`src/hw/rtl/uue_pkg.sv`:
```
// Shared types, constants and functions of the uuencode stream block.
package uue_pkg;

    localparam int LINE_BYTES_DEF  = 45;
    localparam int QUEUE_DEPTH_DEF = 4;

    localparam logic [6:0] CHAR_SPACE    = 7'd32;
    localparam logic [6:0] CHAR_BACKQUOTE = 7'd96;
    localparam logic [5:0] SIX_MASK      = 6'o77;

    typedef struct packed {
        logic       hdr;
        logic [5:0] hdr_val;
        logic       grp;
        logic [7:0] c1;
        logic [7:0] c2;
        logic [7:0] c3;
    } t_work;

    function automatic logic [6:0] code_of(input logic [5:0] v);
        logic [5:0] m;
        m = v & SIX_MASK;
        code_of = (m == 6'd0) ? CHAR_BACKQUOTE : ({1'b0, m} + CHAR_SPACE);
    endfunction

endpackage

```
`src/hw/rtl/uue_front.sv`:
```
// Front end: accepts bytes, tracks line and group state, emits work entries.
module uue_front #(
    parameter int LINE_BYTES = uue_pkg::LINE_BYTES_DEF
) (
    input  logic           i_clk,
    input  logic           i_rst_n,
    input  logic           i_cfg_valid,
    output logic           o_cfg_ready,
    input  logic [31:0]    i_total_length,
    input  logic           i_valid,
    output logic           o_ready,
    input  logic [7:0]     i_data_byte,
    input  logic           i_q_ready,
    output logic           o_push,
    output uue_pkg::t_work o_work
);

    logic [31:0] r_rem,   n_rem;
    logic [5:0]  r_llen,  n_llen;
    logic [5:0]  r_lpos,  n_lpos;
    logic [7:0]  r_g_hi,  n_g_hi;
    logic [7:0]  r_g_lo,  n_g_lo;
    logic [1:0]  r_gidx,  n_gidx;

    logic       accept;
    logic       active;
    logic       hdr;
    logic [5:0] line_len;
    logic [5:0] lpos_inc;
    logic       line_end;
    logic       flush;

    assign o_cfg_ready = 1'b1;
    assign o_ready     = i_q_ready;
    assign accept      = i_valid && i_q_ready;
    assign active      = (r_rem != 32'd0);
    assign hdr         = (r_lpos == 6'd0);
    assign lpos_inc    = r_lpos + 6'd1;

    always_comb begin
        if (hdr) begin
            line_len = (r_rem < 32'(LINE_BYTES)) ? r_rem[5:0] : 6'(LINE_BYTES);
        end else begin
            line_len = r_llen;
        end
    end

    assign line_end = (lpos_inc == line_len);
    assign flush    = (r_gidx >= 2'd2) || line_end;

    always_comb begin
        n_rem  = r_rem;
        n_llen = r_llen;
        n_lpos = r_lpos;
        n_g_hi = r_g_hi;
        n_g_lo = r_g_lo;
        n_gidx = r_gidx;
        o_push = 1'b0;
        o_work.hdr     = hdr;
        o_work.hdr_val = line_len;
        o_work.grp     = flush;
        o_work.c1      = r_g_hi;
        o_work.c2      = r_g_lo;
        o_work.c3      = i_data_byte;
        unique case (r_gidx)
            2'd0: begin
                o_work.c1 = i_data_byte;
                o_work.c2 = 8'd0;
                o_work.c3 = 8'd0;
            end
            2'd1: begin
                o_work.c2 = i_data_byte;
                o_work.c3 = 8'd0;
            end
            default: begin
            end
        endcase
        if (accept && active) begin
            n_rem  = r_rem - 32'd1;
            n_llen = line_len;
            o_push = hdr || flush;
            if (flush) begin
                n_gidx = 2'd0;
                n_lpos = line_end ? 6'd0 : lpos_inc;
            end else begin
                n_lpos = lpos_inc;
                n_gidx = r_gidx + 2'd1;
                if (r_gidx == 2'd0) begin
                    n_g_hi = i_data_byte;
                end else begin
                    n_g_lo = i_data_byte;
                end
            end
        end
        if (i_cfg_valid) begin
            n_rem  = i_total_length;
            n_llen = 6'd0;
            n_lpos = 6'd0;
            n_gidx = 2'd0;
            n_g_hi = 8'd0;
            n_g_lo = 8'd0;
        end
    end

    always_ff @(posedge i_clk) begin
        r_g_hi <= n_g_hi;
        r_g_lo <= n_g_lo;
        if (!i_rst_n) begin
            r_rem  <= 32'd1;
            r_llen <= 6'd0;
            r_lpos <= 6'd0;
            r_gidx <= 2'd0;
        end else begin
            r_rem  <= n_rem;
            r_llen <= n_llen;
            r_lpos <= n_lpos;
            r_gidx <= n_gidx;
        end
    end

endmodule

```
`src/hw/rtl/uue_queue.sv`:
```
// Work queue between the front end and the character emitter.
module uue_queue #(
    parameter int DEPTH = uue_pkg::QUEUE_DEPTH_DEF
) (
    input  logic           i_clk,
    input  logic           i_rst_n,
    input  logic           i_push,
    input  uue_pkg::t_work i_work,
    output logic           o_ready,
    input  logic           i_pop,
    output logic           o_valid,
    output uue_pkg::t_work o_work
);

    localparam int AW = (DEPTH > 1) ? $clog2(DEPTH) : 1;
    localparam int CW = $clog2(DEPTH + 1);

    uue_pkg::t_work r_mem [DEPTH];
    logic [AW-1:0]  r_wptr, n_wptr;
    logic [AW-1:0]  r_rptr, n_rptr;
    logic [CW-1:0]  r_cnt,  n_cnt;
    logic           push;
    logic           pop;

    assign o_ready = (r_cnt != CW'(DEPTH));
    assign o_valid = (r_cnt != CW'(0));
    assign o_work  = r_mem[r_rptr];
    assign push    = i_push && o_ready;
    assign pop     = i_pop && o_valid;

    always_comb begin
        n_wptr = r_wptr;
        n_rptr = r_rptr;
        if (push) begin
            n_wptr = (r_wptr == AW'(DEPTH - 1)) ? AW'(0) : r_wptr + AW'(1);
        end
        if (pop) begin
            n_rptr = (r_rptr == AW'(DEPTH - 1)) ? AW'(0) : r_rptr + AW'(1);
        end
        case ({push, pop})
            2'b10:   n_cnt = r_cnt + CW'(1);
            2'b01:   n_cnt = r_cnt - CW'(1);
            default: n_cnt = r_cnt;
        endcase
    end

    always_ff @(posedge i_clk) begin
        if (push) begin
            r_mem[r_wptr] <= i_work;
        end
        if (!i_rst_n) begin
            r_wptr <= '0;
            r_rptr <= '0;
            r_cnt  <= '0;
        end else begin
            r_wptr <= n_wptr;
            r_rptr <= n_rptr;
            r_cnt  <= n_cnt;
        end
    end

endmodule

```
`src/hw/rtl/uue_back.sv`:
```
// Back end: turns work entries into registered characters, one per unstalled cycle.
module uue_back (
    input  logic           i_clk,
    input  logic           i_rst_n,
    input  logic           i_q_valid,
    input  uue_pkg::t_work i_work,
    output logic           o_pop,
    output logic           o_valid,
    input  logic           i_ready,
    output logic [6:0]     o_code_char,
    output logic           o_run_last
);

    logic [2:0] r_step;
    logic       r_valid;
    logic [6:0] r_code;
    logic       r_last;

    logic       load;
    logic       is_hdr;
    logic [1:0] csel;
    logic [5:0] val;
    logic       last;

    assign load   = i_q_valid && (!r_valid || i_ready);
    assign is_hdr = i_work.hdr && (r_step == 3'd0);
    assign csel   = 2'(r_step - {2'b00, i_work.hdr});

    always_comb begin
        case (csel)
            2'd0:    val = i_work.c1[7:2];
            2'd1:    val = {i_work.c1[1:0], i_work.c2[7:4]};
            2'd2:    val = {i_work.c2[3:0], i_work.c3[7:6]};
            default: val = i_work.c3[5:0];
        endcase
        if (is_hdr) begin
            val  = i_work.hdr_val;
            last = !i_work.grp;
        end else begin
            last = (csel == 2'd3);
        end
    end

    assign o_pop       = load && last;
    assign o_valid     = r_valid;
    assign o_code_char = r_code;
    assign o_run_last  = r_last;

    always_ff @(posedge i_clk) begin
        if (load) begin
            r_code <= uue_pkg::code_of(val);
            r_last <= last;
        end
        if (!i_rst_n) begin
            r_valid <= 1'b0;
            r_step  <= 3'd0;
        end else if (load) begin
            r_valid <= 1'b1;
            r_step  <= last ? 3'd0 : r_step + 3'd1;
        end else if (i_ready) begin
            r_valid <= 1'b0;
        end
    end

endmodule

```
`src/hw/rtl/uuencode_stream.sv`:
```
// Top level of the streaming uuencoder.
// Streaming uuencoder: one raw byte in per transfer, printable characters out, one per
// transfer, with o_run_last marking the last character a byte causes. Writing
// i_total_length starts a new message (reset leaves a length of one); bytes past the
// message end are taken and dropped. A byte that opens a line costs one header character,
// a byte that closes a group or a line costs four; the output register emits one
// character per cycle while work is queued and the receiver is ready, so a full line
// of LINE_BYTES bytes gives 1 + 4 * ceil(LINE_BYTES/3) characters (61 for 45 bytes), and
// a single byte gives up to 5. The input side takes a byte every cycle while the
// QUEUE_DEPTH-entry work queue has room.
module uuencode_stream #(
    parameter int LINE_BYTES  = uue_pkg::LINE_BYTES_DEF,
    parameter int QUEUE_DEPTH = uue_pkg::QUEUE_DEPTH_DEF
) (
    input  logic        i_clk,
    input  logic        i_rst_n,
    input  logic        i_cfg_valid,
    output logic        o_cfg_ready,
    input  logic [31:0] i_total_length,
    input  logic        i_valid,
    output logic        o_ready,
    input  logic [7:0]  i_data_byte,
    output logic        o_valid,
    input  logic        i_ready,
    output logic [6:0]  o_code_char,
    output logic        o_run_last
);

    uue_pkg::t_work push_work;
    uue_pkg::t_work head_work;
    logic           push;
    logic           q_ready;
    logic           q_valid;
    logic           pop;

    uue_front #(
        .LINE_BYTES(LINE_BYTES)
    ) u_front (
        .i_clk          (i_clk),
        .i_rst_n        (i_rst_n),
        .i_cfg_valid    (i_cfg_valid),
        .o_cfg_ready    (o_cfg_ready),
        .i_total_length (i_total_length),
        .i_valid        (i_valid),
        .o_ready        (o_ready),
        .i_data_byte    (i_data_byte),
        .i_q_ready      (q_ready),
        .o_push         (push),
        .o_work         (push_work)
    );

    uue_queue #(
        .DEPTH(QUEUE_DEPTH)
    ) u_queue (
        .i_clk   (i_clk),
        .i_rst_n (i_rst_n),
        .i_push  (push),
        .i_work  (push_work),
        .o_ready (q_ready),
        .i_pop   (pop),
        .o_valid (q_valid),
        .o_work  (head_work)
    );

    uue_back u_back (
        .i_clk       (i_clk),
        .i_rst_n     (i_rst_n),
        .i_q_valid   (q_valid),
        .i_work      (head_work),
        .o_pop       (pop),
        .o_valid     (o_valid),
        .i_ready     (i_ready),
        .o_code_char (o_code_char),
        .o_run_last  (o_run_last)
    );

endmodule

```
`config.mk`:
```
export PLATFORM = sky130hd
export DESIGN_NAME = uuencode_stream
export DESIGN_NICKNAME = d
export VERILOG_FILES = /design/src/hw/rtl/uue_pkg.sv /design/src/hw/rtl/uue_front.sv /design/src/hw/rtl/uue_queue.sv /design/src/hw/rtl/uue_back.sv /design/src/hw/rtl/uuencode_stream.sv
export SDC_FILE = /design/constraint.sdc
export NUM_CORES = 1
export LEC_CHECK = 0
export BUFFER_PORTS_ARGS = -buffer_cell sky130_fd_sc_hd__buf_4
export CORE_AREA = 2 2 190 118
export DETAILED_ROUTE_END_ITERATION = 16
export DIE_AREA = 0 0 192 120
export GPL_ROUTABILITY_DRIVEN = 0
export SYNTH_ARGS = -nofsm -noshare
export SYNTH_HDL_FRONTEND = slang
export SYNTH_SLANG_ARGS = --single-unit
export TNS_END_PERCENT = 20
```
`constraint.sdc`:
```
create_clock -name i_clk -period 3.6 [get_ports i_clk]
set_input_delay 0.36 -clock i_clk [delete_from_list [all_inputs] [get_ports i_clk]]
set_output_delay 0.36 -clock i_clk [all_outputs]
set_load 0.02 [all_outputs]
```
# Word level (Yosys, flattened, before mapping)
# Memory sizes are Yosys's and may differ from the RTL's. A register that Yosys moved wholly into a read port is not among the register bits.
# Cells that the tools add are included.
# classes
mux	23
addsub	10
bitwise_logic	3
reduce_logical	25
n_eq_ne	10
order_cmp	2
# op_table
cell	n
2-to-1 mux 32 bit	2
less-than comparator 32 x 6 -> 1 bit, second input constant	1
case mux 16 bit (2 select lines)	1
nonzero test 32 bit	1
subtractor 32 x 1 -> 32 bit, second input constant	1
2-to-1 mux 6 bit	5
case mux 6 bit (3 select lines)	1
logical NOT 6 bit	2
equality test 2 bit, second input constant	5
2-to-1 mux 2 bit	5
2-to-1 mux 8 bit	1
adder 6 x 6 -> 7 bit, second input constant	1
logical AND 1 bit	7
adder 2 x 1 -> 2 bit, second input constant	3
adder 3 x 1 -> 3 bit, second input constant	2
adder 6 x 1 -> 6 bit, second input constant	1
equality test 2 x 1 -> 1 bit, second input constant	3
equality test 6 bit	1
2-to-1 mux 1 bit	6
case mux 3 bit (2 select lines)	1
nonzero test 2 bit	3
logical NOT 2 bit	2
logical NOT 3 bit	1
logical OR 1 bit	3
11 further kinds	14
# word_totals
input_bits	45
ramBits	128
output_inout_bits	11
register_bits	81
wordCells	87
memories	1
# memory_table
name	depth	width	rd	rd_clocked_by_memory_dff	wr	line	rtl
u_queue.r_mem	4	32	1	1	1	uue_queue.sv:18	uue_pkg::t_work r_mem [DEPTH];

# Depth between registers and ports, before layout
# Gate-level depths: netlist of run 1.
# logic_depth
word_depth	10
depth_mapped	17

# By module
# A second synthesis of run 1 with hierarchy kept.
# unflattened
cells_unflattened	771
area_unflattened_um2	9894.5
# modules_own_cells
module	cells_each	area_per_inst_um2	n_inst	seq_area_each_um2
uue_queue	223	5107.4	1	4023.9
uue_front	497	4081.4	1	1241.2
uue_back	51	705.7	1	320.3

# Worst setup path after synthesis of run 1
# OpenSTA, ideal clock, no wires.
# synth_path
path_type	reg-to-reg
startpoint	register u_front.r_rem[26]
endpoint	memory u_queue.r_mem[0][0] in the netlist's numbering, enable pin
stages_incl_launch_ff	10
arrival_ns	3.543
required_time_ns	3.208
n_path_buf	1
setup_slack_ns	-0.335
period_less_slack_ns	3.935
path_cell_list	dfxtp_1 or4_4 or4b_4 or3_1 buf_2 o21ai_0 o211a_4 nand2_2 a31oi_4 and2_1
# synth_via
elab_chain_len	10
# synth_rtl
element	line	rtl
from (decl)	uue_front.sv:18	logic [31:0] r_rem, n_rem;
from (signal assigned)	uue_front.sv:114	r_rem <= n_rem;
less-than comparator 32 x 6 -> 1 bit	uue_front.sv:42	line_len = (r_rem < 32'(LINE_BYTES)) ? r_rem[5:0] : 6'(LINE_BYTES);
2-to-1 mux 6 bit	uue_front.sv:42	
2-to-1 mux 6 bit	uue_front.sv:41	if (hdr) begin
equality test 6 bit	uue_front.sv:48	assign line_end = (lpos_inc == line_len);
logical OR 1 bit	uue_front.sv:49	assign flush = (r_gidx >= 2'd2) || line_end;
logical OR 1 bit	uue_front.sv:81	o_push = hdr || flush;
2-to-1 mux 1 bit (*)	uue_front.sv:78	if (accept && active) begin
logical AND 1 bit (*)	uue_queue.sv:28	assign push = i_push && o_ready;
2-to-1 mux 1 bit (*)	uue_queue.sv:48	if (push) begin
2-to-1 mux 1 bit (not written as such) (*)	uue_queue.sv:49	r_mem[r_wptr] <= i_work;
to (decl)	uue_queue.sv:18	
# Mark *: on every way between the ends. The rest lies on a longest branch, timed or not.

# Final worst setup path of run 1
# layout_path
startpoint	register u_front.r_rem[29]
endpoint	register u_queue.r_cnt[2]
# layout_via
elab_chain_len	10
# layout_rtl
element	line	rtl
less-than comparator 32 x 6 -> 1 bit	uue_front.sv:42	
2-to-1 mux 6 bit	uue_front.sv:42	
2-to-1 mux 6 bit	uue_front.sv:41	
equality test 6 bit	uue_front.sv:48	
logical OR 1 bit	uue_front.sv:49	
logical OR 1 bit	uue_front.sv:81	
2-to-1 mux 1 bit (*)	uue_front.sv:78	
logical AND 1 bit (*)	uue_queue.sv:28	
equality test 2 x 1 -> 1 bit / equality test 2 bit (equally long branches)	uue_queue.sv:40	case ({push, pop})
case mux 3 bit (2 select lines) / nonzero test 2 bit (equally long branches)	-	
to (signal assigned)	uue_queue.sv:58	r_cnt <= n_cnt;
to (decl)	uue_queue.sv:21	logic [CW-1:0] r_cnt, n_cnt;
# Marks and branches as above.
# A chain may end at the register's enable or synchronous reset.

==> results.json, run 1 <==
{
  "yosysWarnings": 0,
  "h-tree-depth": 1,
  "relSlewSlack_pct": 36.65,
  "hold_buffers": 0,
  "min_period_ps": 3581,
  "synthTopCellsByArea": "edfxtp_1 43%, dfxtp_1 16%, mux4_2 9.1%",
  "period_share_pct": 99.47,
  "first_global_vias": 5881,
  "cts_buffers": 21,
  "multi_input_area_um2": 3650,
  "start_util_pct": 43.96,
  "async_reset_ff_share_pct": 0,
  "powerDensity_nw_per_um2": 637.5,
  "drv_slew": 0,
  "post_drt_via_cell_ratio": 5.450,
  "syn_area_um2": 9425,
  "port_buffers": 54,
  "hold_viol_final": 0,
  "finalSetupTns_ps": 0,
  "synth_seq_cells": 211,
  "syn-num-nets": 785,
  "drc": 0,
  "critPathKind": "reg -> reg",
  "end_kind": "flip-flop",
  "synthCells": 724,
  "critPathLaunchType": "flip-flop",
  "wl_um": 20750,
  "grt.total_usage_pct": 18.50,
  "die_x_um": 192,
  "arrival_ps": 4010,
  "synth_sequential_area_ratio_pct": 59.26,
  "grt_pass1_wl_um": 32560,
  "utilization_pct": 51.85,
  "dpl.cell_count": 1066,
  "cts.sinks": 211,
  "diodes": 0,
  "status": "completed",
  "rsz0062_at_grt": "yes",
  "final_cell_mix": "136 x edfxtp_1, 89 x buf_4, 71 x dfxtp_1",
  "n_fill_cell": 1803,
  "worstPathMaxFanout": 4,
  "root_buffer": "clkbuf_16",
  "worst_pin_slew_ps": 944.6,
  "grt_max_degree": 53,
  "design_power_total_mw": 7.087,
  "vias": 6028,
  "yosysTopAreaCell": "edfxtp_1",
  "finClkSkew_ps": 11.36,
  "synth_flop_cell": "edfxtp_1",
  "nets": 866,
  "area_delta_synth_final_pct": 17.95,
  "leakagePower_nw": 4.036,
  "rows": 42,
  "firstDrtPassIters": 7,
  "ant_nets": 0,
  "grt_overflow": 0,
  "regArea_um2": 5590,
  "wl_per_cell_um": 18.76,
  "drive_gt1_share_pct": 24.39,
  "syn_area_per_cell_um2": 13.02,
  "ir_drop_v": 0.0004121,
  "synth_cell_type_count": 61,
  "final_cell_count_no_fill": 1106,
  "clk_path_buf_depth": 3,
  "layout_commonest_cell": "edfxtp_1",
  "yosysTopAreaCellShare_pct": 43.33,
  "core_um2": 21440,
  "crit_required_ps": 4030,
  "synth_edf_count": 136,
  "max_cap_viol_count": 0,
  "place.detailed.hpwl_um": 14280,
  "die_h_um": 120,
  "fmax_ghz": 0.2793,
  "setup_viol": 0,
  "min-delay-path-class": "in -> reg",
  "cts_tree": "built",
  "path_clk_slew_ps": 60,
  "antenna_found_initial": 0,
  "drtIter0Drc": 499,
  "clock_latency_ps": 500,
  "ioPinCount": 56,
  "fin_hold_ws_ps": 87.47,
  "fp.dieArea_um2": 23040
}
[stage by stage]
step	setup WS, ps	cell area [um^2]
floorplan	0.7294	9463
global placement	108.5	10410
detailed placement	-28.60	10410
CTS	25.45	11100
global route	-91.75	11120
finish	18.97	11120
[critical path, stage by stage, from the launching register on]
cell      delay [ps]
dfxtp_2          320
or4_4            560
or4b_4           580
or3_4            400
o211a_4          250
nand2_4           90
a31oi_4           90
inv_1             80
ha_2             170
inv_1             50
fa_2             330
xor2_1           150
or3_1            310
a21boi_1         130
[synth_stat cells (all sizes together) (6+ instances only)]
library cell	n
o211a	13
dfxtp	75
mux4	38
or4	7
a211oi	6
xor2	15
ha	15
o21ai	39
mux2	13
nand3b	6
nor4	8
buf	7
clkbuf	28
nand2b	13
a21oi	18
or3	6
inv	23
mux2i	20
and2	29
nand3	13
nand2	65
edfxtp	136
nor2	48
nor3	16
xnor2	18
[logic make-up (layout without fill, tap and decap cells)]
logic type / after synthesis / count (layout) / share of synthesized area, %
flops: 211 / 211 / 59.26
xor+xnor: 34 / 34 / 3.319
compound gates: 105 / 105 / 7.739
simple gates: 228 / 228 / 12.28
buf+inv: 58 / 154 / 2.403
fa+ha+maj: 16 / 16 / 2.204
mux: 71 / 71 / 12.76
other cells: 1 / 1 / 0.03979
[area by class of cell]
class / instances / share of cell area (%)
sequential: 211 / 50.29
multi-input combinational: 455 / 32.83
timing repair buffer: 93 / 6.730
clock buffer: 30 / 5.301
tap: 286 / 3.219
clock inverter: 8 / 0.8554
inverter: 23 / 0.7766
[registers in the layout (all words and copies together) (netlist names), named ones only]
name and cells:
u_front.r_g_lo 8, u_back.r_step 3, u_back.o_code_char 7, u_queue.r_rptr 2
u_front.r_g_hi 8, u_front.r_gidx 2, u_queue.r_cnt 3, u_queue.r_mem 128
u_front.r_lpos 6, u_queue.r_wptr 2, u_back.o_valid 1, u_back.o_run_last 1
u_front.r_rem 32, u_front.r_llen 6
[report_power, final]
group	leakage (nW)	switching (mW)	total, mW	internal (mW)
Sequential	1.88	0.124	3.07	2.94
Clock	0.330	0.868	2.15	1.28
Combinational	1.83	0.995	1.87	0.871
Total	4.04	1.99	7.09	5.10
[path summary, 6_finish.rpt]
kind | to | depth (start not counted) | slack, ps | start
worst max-delay path | u_queue.r_cnt[2] | 13 | 20 | u_front.r_rem[29]
worst max register to register | u_queue.r_cnt[2] | 13 | 20 | u_front.r_rem[29]
worst min-delay path | u_front.r_rem[10] | 2 | 90 | i_total_length[10]
worst min register to register | u_front.r_llen[3] | 2 | 470 | u_front.r_llen[3]
[metal layers]
metal	global-route usage [%]	routed length (um)	up-vias
met3	4.007	1481	29
met4	4.103	360	0
met5	0	0	-
li1	-	-	2845
met1	28.90	10050	2952
met2	26.31	8853	202
[repair_timing]
item / CTS / global route
endpoints found under the hold margin: 0 / 0
setup buffers: 0 / 2
gates resized for setup: 2 / 3
setup endpoints to repair: 1 / 2
pin swaps: 0 / 5
No activity file was read; power rests on OpenSTA's default activity.
==> inputs of run 2 (changes only) <==
--- a/config.mk
+++ b/config.mk
@@ -10,6 +10,8 @@
 export DETAILED_ROUTE_END_ITERATION = 16
 export DIE_AREA = 0 0 192 120
 export GPL_ROUTABILITY_DRIVEN = 0
+export MAX_ROUTING_LAYER = met4
+export SKIP_LAST_GASP = 1
 export SYNTH_ARGS = -nofsm -noshare
 export SYNTH_HDL_FRONTEND = slang
 export SYNTH_SLANG_ARGS = --single-unit
==> run 2 against run 1 <==
  * Final cell count unchanged
  * Clock power about the same
  * Clock-buffer cell count unchanged
  * Die area unchanged
  * Worst hold slack about the same
  * Total power about the same
  * Maximum frequency decreased by 0.19%
  * Worst setup slack got worse by 7.0 ps
  * Highest routed layer unchanged
==> results.json, run 2 (same netlist as run 1, synthesis figures left out) <==
{
  "place.detailed.hpwl_um": 14280,
  "h-tree-depth": 1,
  "reg_top3": "u_queue.r_mem: 128 flops, u_front.r_rem: 32 flops",
  "end_kind": "flip-flop",
  "max_stage_delay_ps": 580,
  "worstPathMaxFanout": 4,
  "critPathKind": "reg -> reg",
  "ant_nets": 0,
  "crit_required_ps": 4030,
  "arrival_ps": 4010,
  "dpl_cell_area_um2": 10410,
  "die_x_um": 192,
  "cts_tree": "built",
  "worst_pin_slew_ps": 924.4,
  "start_util_pct": 43.96,
  "area_delta_synth_final_pct": 17.95,
  "first_global_vias": 5891,
  "setup_viol": 0,
  "hold_depth": 2,
  "post_drt_via_cell_ratio": 5.433,
  "min_period_ps": 3588,
  "ioPinCount": 56,
  "critPathLaunchType": "flip-flop",
  "wl_per_cell_um": 18.73,
  "path_depth": 13,
  "root_buffer": "clkbuf_16",
  "crit_family": "simple AND/OR/NAND/NOR gates",
  "min-delay-path-class": "in -> reg",
  "largest_register": "u_queue.r_mem",
  "cts_buffers": 21,
  "period_share_pct": 99.67,
  "core_um2": 21440,
  "ir_drop_v": 0.0004122,
  "rows": 42,
  "utilization_pct": 51.85,
  "path_clk_slew_ps": 60,
  "clk_path_buf_depth": 3,
  "fp.dieArea_um2": 23040,
  "firstDrtPassIters": 5,
  "grt_pass1_wl_um": 32550,
  "setup_slack_ps": 11.99,
  "nets": 866,
  "vias": 6009,
  "final_cell_mix": "136 x edfxtp_1, 89 x buf_4, 71 x dfxtp_1",
  "clock_latency_ps": 500,
  "fmax_ghz": 0.2787,
  "max_cap_viol_count": 0,
  "powerDensity_nw_per_um2": 637.8,
  "grt_overflow": 0,
  "path_common_cell": "inv_1",
  "n_fill_cell": 1803,
  "status": "completed",
  "relSlewSlack_pct": 38.00,
  "leakagePower_nw": 4.036,
  "hold_viol_final": 0,
  "drtIter0Drc": 486,
  "layout_commonest_cell": "edfxtp_1",
  "drc": 0,
  "crit_buf_inv": 2,
  "grt.total_usage_pct": 19.02,
  "diodes": 0,
  "hold_buffers": 0,
  "reg2regPathDepth": 13,
  "die_h_um": 120,
  "grt_max_degree": 53,
  "rsz0062_at_grt": "yes",
  "fin_area_um2": 11120,
  "post-place-ws_ps": -28.60,
  "wl_um": 20720,
  "port_buffers": 54,
  "antenna_found_initial": 0,
  "crit_chain": "or4_4, or4b_4, or3_4, o211a_4, nand2_4, a31oi_4, inv_1, ha_2, inv_1, fa_2, xor2_1, or3_1, a21boi_1",
  "largest_reg_flops": 128,
  "cts.sinks": 211,
  "critical-path-slowest-cell": "or4b_4",
  "drive_gt1_share_pct": 24.39,
  "finClkSkew_ps": 8.996,
  "drv_slew": 0
}
## run 2: final cells by class
| cell class | count | area (um^2) | share of cell area (%) |
|---|---|---|---|
| clock buffers | 30 | 589.3 | 5.301 |
| clock inverters | 8 | 95.09 | 0.8554 |
| inverters | 23 | 86.33 | 0.7766 |
| multi-input cells | 455 | 3650 | 32.83 |
| flip-flops and latches | 211 | 5590 | 50.29 |
| well taps | 286 | 357.8 | 3.219 |
| repair buffers | 93 | 748.2 | 6.730 |
## run 2: path summary, 6_finish.rpt
kind	start	endpoint	slack [ps]
worst max-delay path	u_front.r_rem[29]	u_queue.r_cnt[2]	10
worst min-delay path	i_total_length[16]	u_front.r_rem[16]	90
worst max register to register	u_front.r_rem[29]	u_queue.r_cnt[2]	10
worst min register to register	u_front.r_llen[5]	u_front.r_llen[5]	470
## run 2: power breakdown
group	internal, mW	switching (mW)
sequential	2.94	0.124
combinational	0.871	0.994
clock	1.28	0.872
## run 2: repair_timing
item                                    CTS  global route
endpoints found under the setup margin    1             2
resized for setup                         2             3
cloned                                    0             0
buffers inserted                          0             2
pin swaps                                 0             5
## run 2: per-stage QoR
stage	hold WS (ps)	setup TNS [ps]	total power, mW	cells
final	87.38	0	7.091	1106
after global routing	68.06	-167.2	7.432	1106
after CTS	70.31	0	7.158	1104
after detailed placement	460.6	-39.22	4.985	1066
after global placement	449.5	0	4.925	1066
after floorplan	436.1	0	4.332	724
## run 2: per-layer routing
metal | global-route usage (%) | share of wire (%) | vias up
li1 | - | - | 2850
met1 | 28.92 | 48 | 2949
met2 | 26.13 | 43 | 184
met3 | 4.095 | 7.3 | 26
met4 | 4.103 | 1.7 | 0
met5 | - | 0 | -
## run 2: worst register-to-register path, cell delays in order (launching register included)
cell and delay, ps:
dfxtp_2 320, or4_4 560, or4b_4 580, or3_4 410
o211a_4 250, nand2_4 90, a31oi_4 100, inv_1 80
ha_2 170, inv_1 50, fa_2 330, xor2_1 150
or3_1 310, a21boi_1 130
